`config.mk`:
```
export PLATFORM = sky130hd
export DESIGN_NAME = touch_velocity_tracker_top
export DESIGN_NICKNAME = d
export VERILOG_FILES = /design/src/rtl/core/tvt_pkg.sv /design/src/rtl/core/touch_velocity_tracker_top.sv /design/src/rtl/core/tvt_div.sv /design/src/rtl/core/tvt_datapath.sv /design/src/rtl/core/tvt_ctrl.sv
export SDC_FILE = /design/constraint.sdc
export NUM_CORES = 2
export LEC_CHECK = 0
export BUFFER_PORTS_ARGS = -buffer_cell sky130_fd_sc_hd__buf_2
export CORE_ASPECT_RATIO = 1.5
export CORE_MARGIN = 4
export CORE_UTILIZATION = 50
export DETAILED_ROUTE_END_ITERATION = 6
export PLACE_DENSITY_LB_ADDON = 0.25
export SLEW_MARGIN = 20
export SYNTH_ARGS = -nofsm -noshare
export SYNTH_HDL_FRONTEND = slang
export SYNTH_SLANG_ARGS = --single-unit
export TNS_END_PERCENT = 10
```
`constraint.sdc`:
```
create_clock -name clk -period 30.7 [get_ports clk]
set_input_delay 6.14 -clock clk [delete_from_list [all_inputs] [get_ports clk]]
set_output_delay 6.14 -clock clk [all_outputs]
set_load 0.005 [all_outputs]
```
`src/rtl/core/tvt_pkg.sv`:
```
// Shared types and constants for the touch velocity tracker.
`timescale 1ns / 1ps
`default_nettype none
package tvt_pkg;

  // Item mode codes
  localparam logic [2:0] MODE_DOWN   = 3'd0;
  localparam logic [2:0] MODE_MOVE   = 3'd1;
  localparam logic [2:0] MODE_UP     = 3'd2;
  localparam logic [2:0] MODE_CANCEL = 3'd3;
  localparam logic [2:0] MODE_QUERY  = 3'd4;
  localparam logic [2:0] MODE_RESET  = 3'd5;

  // Register byte address of deceleration
  localparam logic [2:0] ADDR_DECEL = 3'd0;
  localparam logic [15:0] DECEL_RESET = 16'd3000;

  // Divider width, rate scale (ms to s), fling noise floor in Q4 px/s
  localparam int DIV_W = 64;
  localparam logic [9:0] RATE_SCALE = 10'd1000;
  localparam logic [31:0] NOISE_FLOOR_Q4 = 32'd160;

  typedef enum logic [3:0] {
    ST_IDLE,
    ST_MOVE,
    ST_Q_CUR,
    ST_Q_ISSUE,
    ST_Q_PREV,
    ST_Q_IDIV,
    ST_Q_NEXT,
    ST_Q_VDIV,
    ST_Q_VWAIT,
    ST_Q_FL,
    ST_Q_FDIV,
    ST_Q_FWAIT,
    ST_Q_DONE
  } state_t;

  // Controller to datapath commands
  typedef struct packed {
    logic rd_off0;
    logic latch_in;
    logic do_down;
    logic do_move;
    logic do_end;
    logic do_reset;
    logic q_init;
    logic lat_cur;
    logic chk;
    logic acc;
    logic nxt;
    logic vdiv;
    logic vlat;
    logic sq;
    logic fdiv;
    logic flat;
    logic out_load;
  } cmd_t;

  // Datapath to controller status
  typedef struct packed {
    logic n_lt2;
    logic dt_pos;
    logic last_int;
    logic wsum_zero;
    logic fl_skip;
    logic div_done;
    logic div_busy;
    logic out_free;
  } sts_t;

endpackage
`default_nettype wire

```
`src/rtl/core/touch_velocity_tracker_top.sv`:
```
// Touch velocity tracker: down, up, cancel and reset are handled in the idle state, a move
// also passes through the move state. A query walks up to MAX_INTERVALS intervals; each
// one with positive dt runs a 64-step divide, then one divide for the mean and one for the
// fling, each skipped when it has no work, all on the single shared serial divider. The
// result word sits in an output register, so the next item is taken while it waits.
// Synchronous reset clears tracking state; deceleration returns to 3000. Ring contents are
// not cleared.
`timescale 1ns / 1ps
`default_nettype none
module touch_velocity_tracker_top
  import tvt_pkg::*;
#(
  parameter int HISTORY_DEPTH = 16,
  parameter int MAX_INTERVALS = 5
) (
  input  wire logic               clk,
  input  wire logic               rst,
  input  wire logic               psel,
  input  wire logic               penable,
  input  wire logic               pwrite,
  input  wire logic [2:0]         paddr,
  input  wire logic [31:0]        pwdata,
  output logic [31:0]             prdata,
  output logic                    pready,
  input  wire logic               in_valid,
  output logic                    in_stall,
  input  wire logic [2:0]         mode,
  input  wire logic [7:0]         pointer_id,
  input  wire logic signed [19:0] pos_y,
  input  wire logic [31:0]        time_ms,
  output logic                    out_valid,
  input  wire logic               out_stall,
  output logic signed [31:0]      scroll_delta,
  output logic signed [31:0]      velocity,
  output logic signed [31:0]      fling_distance
);

  logic [15:0] decel;
  cmd_t        cmd;
  sts_t        sts;

  // Register port
  assign pready = 1'b1;
  assign prdata = (paddr == ADDR_DECEL) ? {16'h0000, decel} : '0;

  always_ff @(posedge clk) begin
    if (rst) begin
      decel <= DECEL_RESET;
    end else if (psel && penable && pwrite && !paddr[2]) begin
      decel <= pwdata[15:0];
    end
  end

  tvt_ctrl u_ctrl (
    .clk      (clk),
    .rst      (rst),
    .in_valid (in_valid),
    .mode     (mode),
    .sts      (sts),
    .in_stall (in_stall),
    .cmd      (cmd)
  );

  tvt_datapath #(
    .HISTORY_DEPTH (HISTORY_DEPTH),
    .MAX_INTERVALS (MAX_INTERVALS)
  ) u_dp (
    .clk            (clk),
    .rst            (rst),
    .cmd            (cmd),
    .sts            (sts),
    .pointer_id     (pointer_id),
    .pos_y          (pos_y),
    .time_ms        (time_ms),
    .decel          (decel),
    .out_stall      (out_stall),
    .out_valid      (out_valid),
    .scroll_delta   (scroll_delta),
    .velocity       (velocity),
    .fling_distance (fling_distance)
  );

  // Checks
  a_reset_quiet: assert property (@(posedge clk) rst |=> !out_valid && !in_stall)
    else $error("block not idle after reset");

  a_load_free: assert property (@(posedge clk) disable iff (rst)
    cmd.out_load |-> (!out_valid || !out_stall))
    else $error("result word overwrote a pending word");

  a_div_free: assert property (@(posedge clk) disable iff (rst)
    ((cmd.chk && sts.dt_pos) || cmd.vdiv || cmd.fdiv) |-> !sts.div_busy)
    else $error("divider started while busy");

endmodule
`default_nettype wire

```
`src/rtl/core/tvt_div.sv`:
```
// Shared restoring divider, one quotient bit per cycle.
`timescale 1ns / 1ps
`default_nettype none
module tvt_div
  import tvt_pkg::*;
(
  input  wire logic             clk,
  input  wire logic             rst,
  input  wire logic             start,
  input  wire logic [DIV_W-1:0] num,
  input  wire logic [DIV_W-1:0] den,
  output logic                  busy,
  output logic                  done,
  output logic [DIV_W-1:0]      quo
);

  localparam int CNT_W = $clog2(DIV_W + 1);

  logic [DIV_W:0]   rem;
  logic [DIV_W-1:0] den_l;
  logic [CNT_W-1:0] cnt;
  logic [DIV_W:0]   shifted;
  logic [DIV_W+1:0] trial;

  // Trial subtract of the shifted remainder
  assign shifted = {rem[DIV_W-1:0], quo[DIV_W-1]};
  assign trial   = {1'b0, shifted} - {2'b00, den_l};

  always_ff @(posedge clk) begin
    if (rst) begin
      busy <= 1'b0;
      done <= 1'b0;
      cnt  <= '0;
    end else begin
      done <= 1'b0;
      if (start) begin
        quo   <= num;
        den_l <= den;
        rem   <= '0;
        cnt   <= CNT_W'(DIV_W);
        busy  <= 1'b1;
      end else if (busy) begin
        if (!trial[DIV_W+1]) begin
          rem <= trial[DIV_W:0];
          quo <= {quo[DIV_W-2:0], 1'b1};
        end else begin
          rem <= shifted;
          quo <= {quo[DIV_W-2:0], 1'b0};
        end
        cnt <= cnt - 1'b1;
        if (cnt == CNT_W'(1)) begin
          busy <= 1'b0;
          done <= 1'b1;
        end
      end
    end
  end

endmodule
`default_nettype wire

```
`src/rtl/core/tvt_datapath.sv`:
```
// Datapath: history ring, accumulators, velocity and fling arithmetic.
`timescale 1ns / 1ps
`default_nettype none
module tvt_datapath
  import tvt_pkg::*;
#(
  parameter int HISTORY_DEPTH = 16,
  parameter int MAX_INTERVALS = 5
) (
  input  wire logic               clk,
  input  wire logic               rst,
  input  wire cmd_t               cmd,
  output sts_t                    sts,
  input  wire logic [7:0]         pointer_id,
  input  wire logic signed [19:0] pos_y,
  input  wire logic [31:0]        time_ms,
  input  wire logic [15:0]        decel,
  input  wire logic               out_stall,
  output logic                    out_valid,
  output logic signed [31:0]      scroll_delta,
  output logic signed [31:0]      velocity,
  output logic signed [31:0]      fling_distance
);

  localparam int HW  = $clog2(HISTORY_DEPTH);
  localparam int CW  = $clog2(HISTORY_DEPTH + 1);
  localparam int AW  = HW + 1;
  localparam int IW  = $clog2(MAX_INTERVALS + 1);
  localparam int VSW = 34 + MAX_INTERVALS;

  // Ring memory and registered read port
  logic signed [19:0] pos_mem  [HISTORY_DEPTH];
  logic [31:0]        time_mem [HISTORY_DEPTH];
  logic signed [19:0] rd_pos;
  logic [31:0]        rd_time;

  logic [HW-1:0] head;
  logic [CW-1:0] count;
  logic          active;
  logic [7:0]    tpid;
  logic signed [31:0] accum;

  logic [7:0]         in_pid;
  logic signed [19:0] in_pos;
  logic [31:0]        in_time;

  logic signed [19:0] cur_pos;
  logic [31:0]        cur_time;
  logic [IW-1:0]      idx;
  logic [IW-1:0]      used;
  logic signed [VSW-1:0] vsum;
  logic [MAX_INTERVALS-1:0] wsum;
  logic               ineg;
  logic signed [31:0] vel;
  logic signed [31:0] fling;
  logic [63:0]        sq;

  // Read address: newest entry minus offset
  logic [IW:0]   off1;
  logic [AW-1:0] adiff;
  logic [HW-1:0] rd_addr;

  always_comb begin
    off1 = cmd.rd_off0 ? (IW+1)'(1) : ({1'b0, idx} + (IW+1)'(2));
    adiff = AW'(head) - AW'(off1);
    if (adiff[AW-1]) rd_addr = HW'(adiff + AW'(HISTORY_DEPTH));
    else rd_addr = HW'(adiff);
  end

  // Write port
  logic               move_ok;
  logic               wr_en;
  logic [HW-1:0]      wr_addr;
  logic signed [19:0] wr_pos;
  logic [31:0]        wr_time;
  logic [HW-1:0]      head_inc;

  assign move_ok  = active && (tpid == in_pid);
  assign wr_en    = cmd.do_down || (cmd.do_move && move_ok);
  assign wr_addr  = cmd.do_down ? '0 : head;
  assign wr_pos   = cmd.do_down ? pos_y : in_pos;
  assign wr_time  = cmd.do_down ? time_ms : in_time;
  assign head_inc = (head == HW'(HISTORY_DEPTH - 1)) ? '0 : head + 1'b1;

  always_ff @(posedge clk) begin
    if (wr_en) begin
      pos_mem[wr_addr]  <= wr_pos;
      time_mem[wr_addr] <= wr_time;
    end
    rd_pos  <= pos_mem[rd_addr];
    rd_time <= time_mem[rd_addr];
  end

  // Move delta, saturating
  logic signed [20:0] mdy;
  logic signed [32:0] msum;
  logic signed [31:0] msat;

  always_comb begin
    mdy  = 21'(in_pos) - 21'(rd_pos);
    msum = 33'(accum) + 33'(mdy);
    if (msum > 33'sd2147483647) msat = 32'sh7fffffff;
    else if (msum < -33'sd2147483648) msat = 32'sh80000000;
    else msat = msum[31:0];
  end

  // Shared divider signals
  logic             div_start;
  logic [DIV_W-1:0] div_num;
  logic [DIV_W-1:0] div_den;
  logic             div_busy;
  logic             div_done;
  logic [DIV_W-1:0] div_quo;

  // Interval terms
  logic [31:0]        dt;
  logic signed [20:0] idy;
  logic [20:0]        idy_mag;
  logic [30:0]        iscaled;
  logic [MAX_INTERVALS-1:0] nints;
  logic [IW-1:0]      shamt;
  logic [VSW-1:0]     term;
  logic [VSW-1:0]     vmag_sum;
  logic [31:0]        vmag;
  logic [20:0]        den32;

  always_comb begin
    dt      = cur_time - rd_time;
    idy     = 21'(cur_pos) - 21'(rd_pos);
    idy_mag = idy[20] ? 21'(-idy) : 21'(idy);
    iscaled = 31'(idy_mag) * 31'(RATE_SCALE);
    if (count - 1'b1 < CW'(MAX_INTERVALS)) nints = MAX_INTERVALS'(count - 1'b1);
    else nints = MAX_INTERVALS'(MAX_INTERVALS);
    shamt    = IW'(MAX_INTERVALS - 1) - used;
    term     = VSW'(div_quo[31:0]) << shamt;
    vmag_sum = vsum[VSW-1] ? VSW'(-vsum) : VSW'(vsum);
    vmag     = vel[31] ? 32'(-vel) : 32'(vel);
    den32    = {decel, 5'b00000};
  end

  // Shared divider
  always_comb begin
    div_start = (cmd.chk && sts.dt_pos) || cmd.vdiv || cmd.fdiv;
    if (cmd.vdiv) begin
      div_num = DIV_W'(vmag_sum) + DIV_W'(wsum >> 1);
      div_den = DIV_W'(wsum);
    end else if (cmd.fdiv) begin
      div_num = sq + DIV_W'(den32 >> 1);
      div_den = DIV_W'(den32);
    end else begin
      div_num = DIV_W'(iscaled) + DIV_W'(dt >> 1);
      div_den = DIV_W'(dt);
    end
  end

  tvt_div u_div (
    .clk   (clk),
    .rst   (rst),
    .start (div_start),
    .num   (div_num),
    .den   (div_den),
    .busy  (div_busy),
    .done  (div_done),
    .quo   (div_quo)
  );

  // Status to controller
  always_comb begin
    sts.n_lt2     = count < CW'(2);
    sts.dt_pos    = !dt[31] && (dt != '0);
    sts.last_int  = (MAX_INTERVALS'(idx) + 1'b1) >= nints;
    sts.wsum_zero = (wsum == '0);
    sts.fl_skip   = (decel == '0) || (vmag < NOISE_FLOOR_Q4);
    sts.div_done  = div_done;
    sts.div_busy  = div_busy;
    sts.out_free  = !out_valid || !out_stall;
  end

  // Tracking state
  always_ff @(posedge clk) begin
    if (rst) begin
      head   <= '0;
      count  <= '0;
      active <= 1'b0;
      tpid   <= '0;
      accum  <= '0;
    end else begin
      if (cmd.do_down) begin
        tpid   <= pointer_id;
        active <= 1'b1;
        accum  <= '0;
        head   <= HW'(1);
        count  <= CW'(1);
      end
      if (cmd.do_move && move_ok) begin
        if (count != '0) accum <= msat;
        head <= head_inc;
        if (count < CW'(HISTORY_DEPTH)) count <= count + 1'b1;
      end
      if (cmd.do_end) begin
        active <= 1'b0;
        accum  <= '0;
      end
      if (cmd.do_reset) begin
        active <= 1'b0;
        tpid   <= '0;
        head   <= '0;
        count  <= '0;
        accum  <= '0;
      end
      if (cmd.out_load) accum <= '0;
    end
  end

  // Query working registers
  always_ff @(posedge clk) begin
    if (cmd.latch_in) begin
      in_pid  <= pointer_id;
      in_pos  <= pos_y;
      in_time <= time_ms;
    end
    if (cmd.q_init) begin
      idx   <= '0;
      used  <= '0;
      vsum  <= '0;
      wsum  <= '0;
      vel   <= '0;
      fling <= '0;
    end
    if (cmd.lat_cur || cmd.nxt) begin
      cur_pos  <= rd_pos;
      cur_time <= rd_time;
    end
    if (cmd.nxt) idx <= idx + 1'b1;
    if (cmd.chk) ineg <= idy[20];
    if (cmd.acc) begin
      vsum <= ineg ? vsum - $signed(term) : vsum + $signed(term);
      wsum <= wsum + (MAX_INTERVALS'(1) << shamt);
      used <= used + 1'b1;
    end
    if (cmd.vlat) begin
      if (!vsum[VSW-1]) begin
        if (div_quo > DIV_W'(32'h7fffffff)) vel <= 32'sh7fffffff;
        else vel <= div_quo[31:0];
      end else begin
        if (div_quo > DIV_W'(32'h80000000)) vel <= 32'sh80000000;
        else vel <= 32'(-div_quo[31:0]);
      end
    end
    if (cmd.sq) sq <= 64'(vmag) * 64'(vmag);
    if (cmd.flat) begin
      if (div_quo > DIV_W'(32'h7fffffff))
        fling <= vel[31] ? -32'sh7fffffff : 32'sh7fffffff;
      else
        fling <= vel[31] ? 32'(-div_quo[31:0]) : div_quo[31:0];
    end
  end

  // Output word register
  always_ff @(posedge clk) begin
    if (rst) begin
      out_valid <= 1'b0;
    end else if (cmd.out_load) begin
      out_valid <= 1'b1;
    end else if (!out_stall) begin
      out_valid <= 1'b0;
    end
  end

  always_ff @(posedge clk) begin
    if (cmd.out_load) begin
      scroll_delta   <= accum;
      velocity       <= vel;
      fling_distance <= fling;
    end
  end

endmodule
`default_nettype wire

```
`src/rtl/core/tvt_ctrl.sv`:
```
// Controller: sequences item handling and the query computation.
`timescale 1ns / 1ps
`default_nettype none
module tvt_ctrl
  import tvt_pkg::*;
(
  input  wire logic       clk,
  input  wire logic       rst,
  input  wire logic       in_valid,
  input  wire logic [2:0] mode,
  input  wire sts_t       sts,
  output logic            in_stall,
  output cmd_t            cmd
);

  state_t state, state_next;

  always_ff @(posedge clk) begin
    if (rst) state <= ST_IDLE;
    else state <= state_next;
  end

  // Next state and commands
  always_comb begin
    state_next = state;
    cmd        = '0;
    in_stall   = (state != ST_IDLE);
    unique case (state)
      ST_IDLE: begin
        cmd.rd_off0 = 1'b1;
        if (in_valid) begin
          cmd.latch_in = 1'b1;
          unique case (mode) inside
            MODE_DOWN: cmd.do_down = 1'b1;
            MODE_MOVE: state_next = ST_MOVE;
            MODE_UP, MODE_CANCEL: cmd.do_end = 1'b1;
            MODE_QUERY: begin
              cmd.q_init = 1'b1;
              state_next = sts.n_lt2 ? ST_Q_VDIV : ST_Q_CUR;
            end
            MODE_RESET: cmd.do_reset = 1'b1;
            default: ;
          endcase
        end
      end
      ST_MOVE: begin
        cmd.do_move = 1'b1;
        state_next  = ST_IDLE;
      end
      ST_Q_CUR: begin
        cmd.lat_cur = 1'b1;
        state_next  = ST_Q_PREV;
      end
      ST_Q_ISSUE: state_next = ST_Q_PREV;
      ST_Q_PREV: begin
        cmd.chk    = 1'b1;
        state_next = sts.dt_pos ? ST_Q_IDIV : ST_Q_NEXT;
      end
      ST_Q_IDIV: begin
        if (sts.div_done) begin
          cmd.acc    = 1'b1;
          state_next = ST_Q_NEXT;
        end
      end
      ST_Q_NEXT: begin
        cmd.nxt    = 1'b1;
        state_next = sts.last_int ? ST_Q_VDIV : ST_Q_ISSUE;
      end
      ST_Q_VDIV: begin
        if (sts.wsum_zero) begin
          state_next = ST_Q_FL;
        end else begin
          cmd.vdiv   = 1'b1;
          state_next = ST_Q_VWAIT;
        end
      end
      ST_Q_VWAIT: begin
        if (sts.div_done) begin
          cmd.vlat   = 1'b1;
          state_next = ST_Q_FL;
        end
      end
      ST_Q_FL: begin
        if (sts.fl_skip) begin
          state_next = ST_Q_DONE;
        end else begin
          cmd.sq     = 1'b1;
          state_next = ST_Q_FDIV;
        end
      end
      ST_Q_FDIV: begin
        cmd.fdiv   = 1'b1;
        state_next = ST_Q_FWAIT;
      end
      ST_Q_FWAIT: begin
        if (sts.div_done) begin
          cmd.flat   = 1'b1;
          state_next = ST_Q_DONE;
        end
      end
      ST_Q_DONE: begin
        if (sts.out_free) begin
          cmd.out_load = 1'b1;
          state_next   = ST_IDLE;
        end
      end
      default: state_next = ST_IDLE;
    endcase
  end

endmodule
`default_nettype wire

```
==> metrics.md <==
| Metric | Value |
|---|---|
| Hold Fails Final Rpt | 0 |
| WP data required | 24560 ps |
| Port buffer count | 202 |
| Syn Std Cell Area | 107000 sq um |
| Avg Inst Size Synth | 11.3 sq um |
| FFs w/ async S/R, synth | 0 |
| GRT Overall Usage | 0.271 |
| RSZ-0062 raised after global routing | no |
| Hpwl dp | 213 mm |
| Die ar. | 221000 sq um |
| CP most frequent cell | buf_2 |
| Core region area | 212000 sq um |
| Critical path's top delay family | simple AND/OR/NAND/NOR gates |
| Clk Latency, worst-skew pair | 840 ps |
| Top FF cell, synth | edfxtp_1 |
| Vias per cell | 5.83 |
| Startpoint Class | input pin |
| Ys Warns | 0 |
| Final-stage net count | 11200 |
| Die height | 574 um |
| Final count of negative-setup-slack endpoints | 0 |
| Sequential area share after synthesis | 0.412 |
| Max Cap Viol | 0 |
| Antenna viol nets, final | 0 |
| Slew HR | 0.218 |
| Number of synthesized register bits | 1510 |
| Vias in the first global route | 75400 |
| Maximum fanout along the worst path | 16 |
| Final slew viol count | 0 |
| Starting DRT DRC Count | 5468 |
| Final min period | 13260 ps |
| Via Count | 73000 |
| Max incr delay on CP | 540 ps |
| Setup CP Type | in2out |
| Tightest Pin Transition | 1170 ps |
| Layout cells sized above 1 | 0.0963 |
| Synth Instances | 9427 |
| Avg WL per Cell | 24.0 um |
| Antenna violations before repair | 20 |
| Crit. End Element | output pin |
| Worst-path clk slew | 60 ps |
| Post-cts resize count | 0 |
| CTS root buf | clkbuf_16 |
| Final Cycle Share | 0.432 |
| Status | completed |
| Synth unique cells | 110 |
| # hold bufs at CTS | 0 |
| GP Congestion | 0.956 |
| CTS tree | done |
| TritonCTS Sinks | 1510 |
| Crit-path cells | buf_2 > nor3_2 > and2_1 > buf_2 |
| Initial Util | 0.503 |
| TNS Setup | 0 ps |
| HP Class | reg2reg |
| Buf/Inv on CP | 2 |
| Inserted Clock Buffers | 152 |
| FMAX | 0.0754 GHz |
| DR pass1 iterations | 5 |
| CP arrival | 7120 ps |
| Final wirelength | 300 mm |
| H-tree depth | 4 |
| Slowest stage cell, crit path | nor3_2 |
| Chip width | 385 um |
| Pin count of the biggest net entering global routing | 125 |
| Setup repair bufs after CTS | 0 |
| Layout Skew | 96.8 ps |
| Total grt overflow | 0 |
| Global-route wire length before repair | 455 mm |
| Rows | 207 |
| Drc violations | 0 |
| Area grow syn2layout | 8.98% |
| Post-synth EDFFs | 1378 |
| Final hold slack | 417 ps |
| IO Pins | 236 |
| Largest buffer count on any clock path | 4 |
[flip-flops by register name (all words and copies together) (netlist names), 16 cells and up]
signal               cells
decel                   16
u_dp.accum              32
u_dp.cur_pos            20
u_dp.cur_time           32
u_dp.fling              32
u_dp.fling_distance     32
u_dp.in_pos             20
u_dp.in_time            32
u_dp.pos_mem           320
u_dp.rd_pos             20
u_dp.rd_time            32
u_dp.scroll_delta       32
u_dp.sq                 63
u_dp.time_mem          512
u_dp.u_div.den_l        32
u_dp.u_div.quo          64
u_dp.u_div.rem          64
u_dp.vel                32
u_dp.velocity           32
u_dp.vsum               39
[per-stage QoR]
step                      setup WS [ps]   util  instances  instance area, sq um
after floorplan                   17690      -       9468                107000
after global placement            17180  0.525      12200                111000
after detailed placement          17090  0.525      12200                111000
after CTS                         17100  0.548      12500                116000
after global routing              17310  0.548      12500                116000
final                             17440  0.548      12500                116000
[final timing paths]
path | slack, ps | endpoint | start | cells after the start
max | 17440 | prdata[6] | paddr[1] | 4
max reg2reg | 18630 | u_dp.sq[63] | u_dp.vel[3] | 32
min | 420 | u_dp.fling_distance[5] | u_dp.fling[5] | 0
min reg2reg | 420 | u_dp.fling_distance[5] | u_dp.fling[5] | 0
[Yosys cell counts, types with 12 or more instances]
library cell  count  area, sq um
edfxtp_1       1378        41400
inv_1          1271         4770
fa_1            914        18300
nand2_1         910         3420
nor2_1          834         3130
ha_1            559         6990
a21oi_1         465         2330
clkbuf_1        329         1230
xnor2_1         287         2510
mux4_2          231         5200
xor2_1          225         1970
o21ai_0         205         1030
a21o_1          156         1170
dfxtp_1         132         2640
nand3_1         123          616
and2_1          120          751
nor3_1          112          561
a211oi_1         99          743
a31oi_1          90          563
nand2b_1         61          382
nand4_1          59          369
and3_1           44          275
o21bai_1         44          330
o22a_1           44          385
nor2b_1          43          269
a22o_1           40          350
o21a_1           40          300
o31ai_1          40          300
buf_1            39          146
or3_1            38          238
mux2i_1          37          370
nor4_1           37          231
a221oi_1         36          315
or2_2            22          138
o41ai_1          21          184
nand3b_1         20          150
o211ai_1         19          143
buf_4            18          135
nor3b_1          18          135
or4_1            16          120
o31a_1           12          105
[final cells by class]
| type | instances | area (sq um) |
|---|---|---|
| inverters | 1279 | 4800 |
| repair buffers | 347 | 2150 |
| clock buffers | 182 | 4050 |
| clock inverters | 87 | 875 |
| well taps | 2821 | 3530 |
| flip-flops and latches | 1510 | 44000 |
| multi-input cells | 6282 | 57000 |
| fillers | 18100 | 96000 |
| diodes | 6 | 15.0 |
[routing by layer]
layer,vias up,global-route usage,share of wire
met2,2827,0.473,0.51
met1,36600,0.319,0.36
met5,-,0,0.00046
met4,20,0.149,0.068
li1,32700,-,-
met3,826,0.0432,0.067
[logic make-up (layout without fill, tap and decap cells)]
| group | count (synthesis) | after routing | share of synthesized area |
|---|---|---|---|
| xor gates and xnor gates | 514 | 514 | 0.0423 |
| other | 2 | 49 | 0.0000703 |
| adders and majority gates | 1475 | 1475 | 0.237 |
| muxes | 278 | 278 | 0.0532 |
| and+or+nand+nor | 2511 | 2511 | 0.106 |
| buffers and inverters | 1676 | 1895 | 0.0597 |
| DFF | 1510 | 1510 | 0.412 |
| AOI/OAI and AO/OA | 1461 | 1461 | 0.0896 |
[cells in the final DEF (no fill, tap or decap), types with 99 or more instances in the layout]
| cell type | n |
|---|---|
| nand2_1 | 907 |
| clkbuf_16 | 156 |
| fa_1 | 913 |
| buf_4 | 141 |
| mux4_2 | 231 |
| o21ai_0 | 204 |
| a211oi_1 | 99 |
| buf_2 | 202 |
| xor2_1 | 219 |
| a21o_1 | 156 |
| inv_1 | 1269 |
| xnor2_1 | 279 |
| a21oi_1 | 464 |
| dfxtp_1 | 132 |
| nor3_1 | 108 |
| edfxtp_1 | 1378 |
| nand3_1 | 122 |
| nor2_1 | 817 |
| ha_1 | 558 |
| and2_1 | 119 |
[worst register-to-register path: cells and delay by family (launching register included)]
kind | cells | cell delay [ps]
AOI/OAI and AO/OA | 9 | 2890
xor gates and xnor gates | 2 | 240
adders and majority gates | 9 | 4470
buffers and inverters | 5 | 1370
DFF | 1 | 510
and+or+nand+nor | 7 | 2290
Power is left out: the tool's default activity adds up to more than one toggle a clock period on the data nets, which glitch-free logic cannot reach.
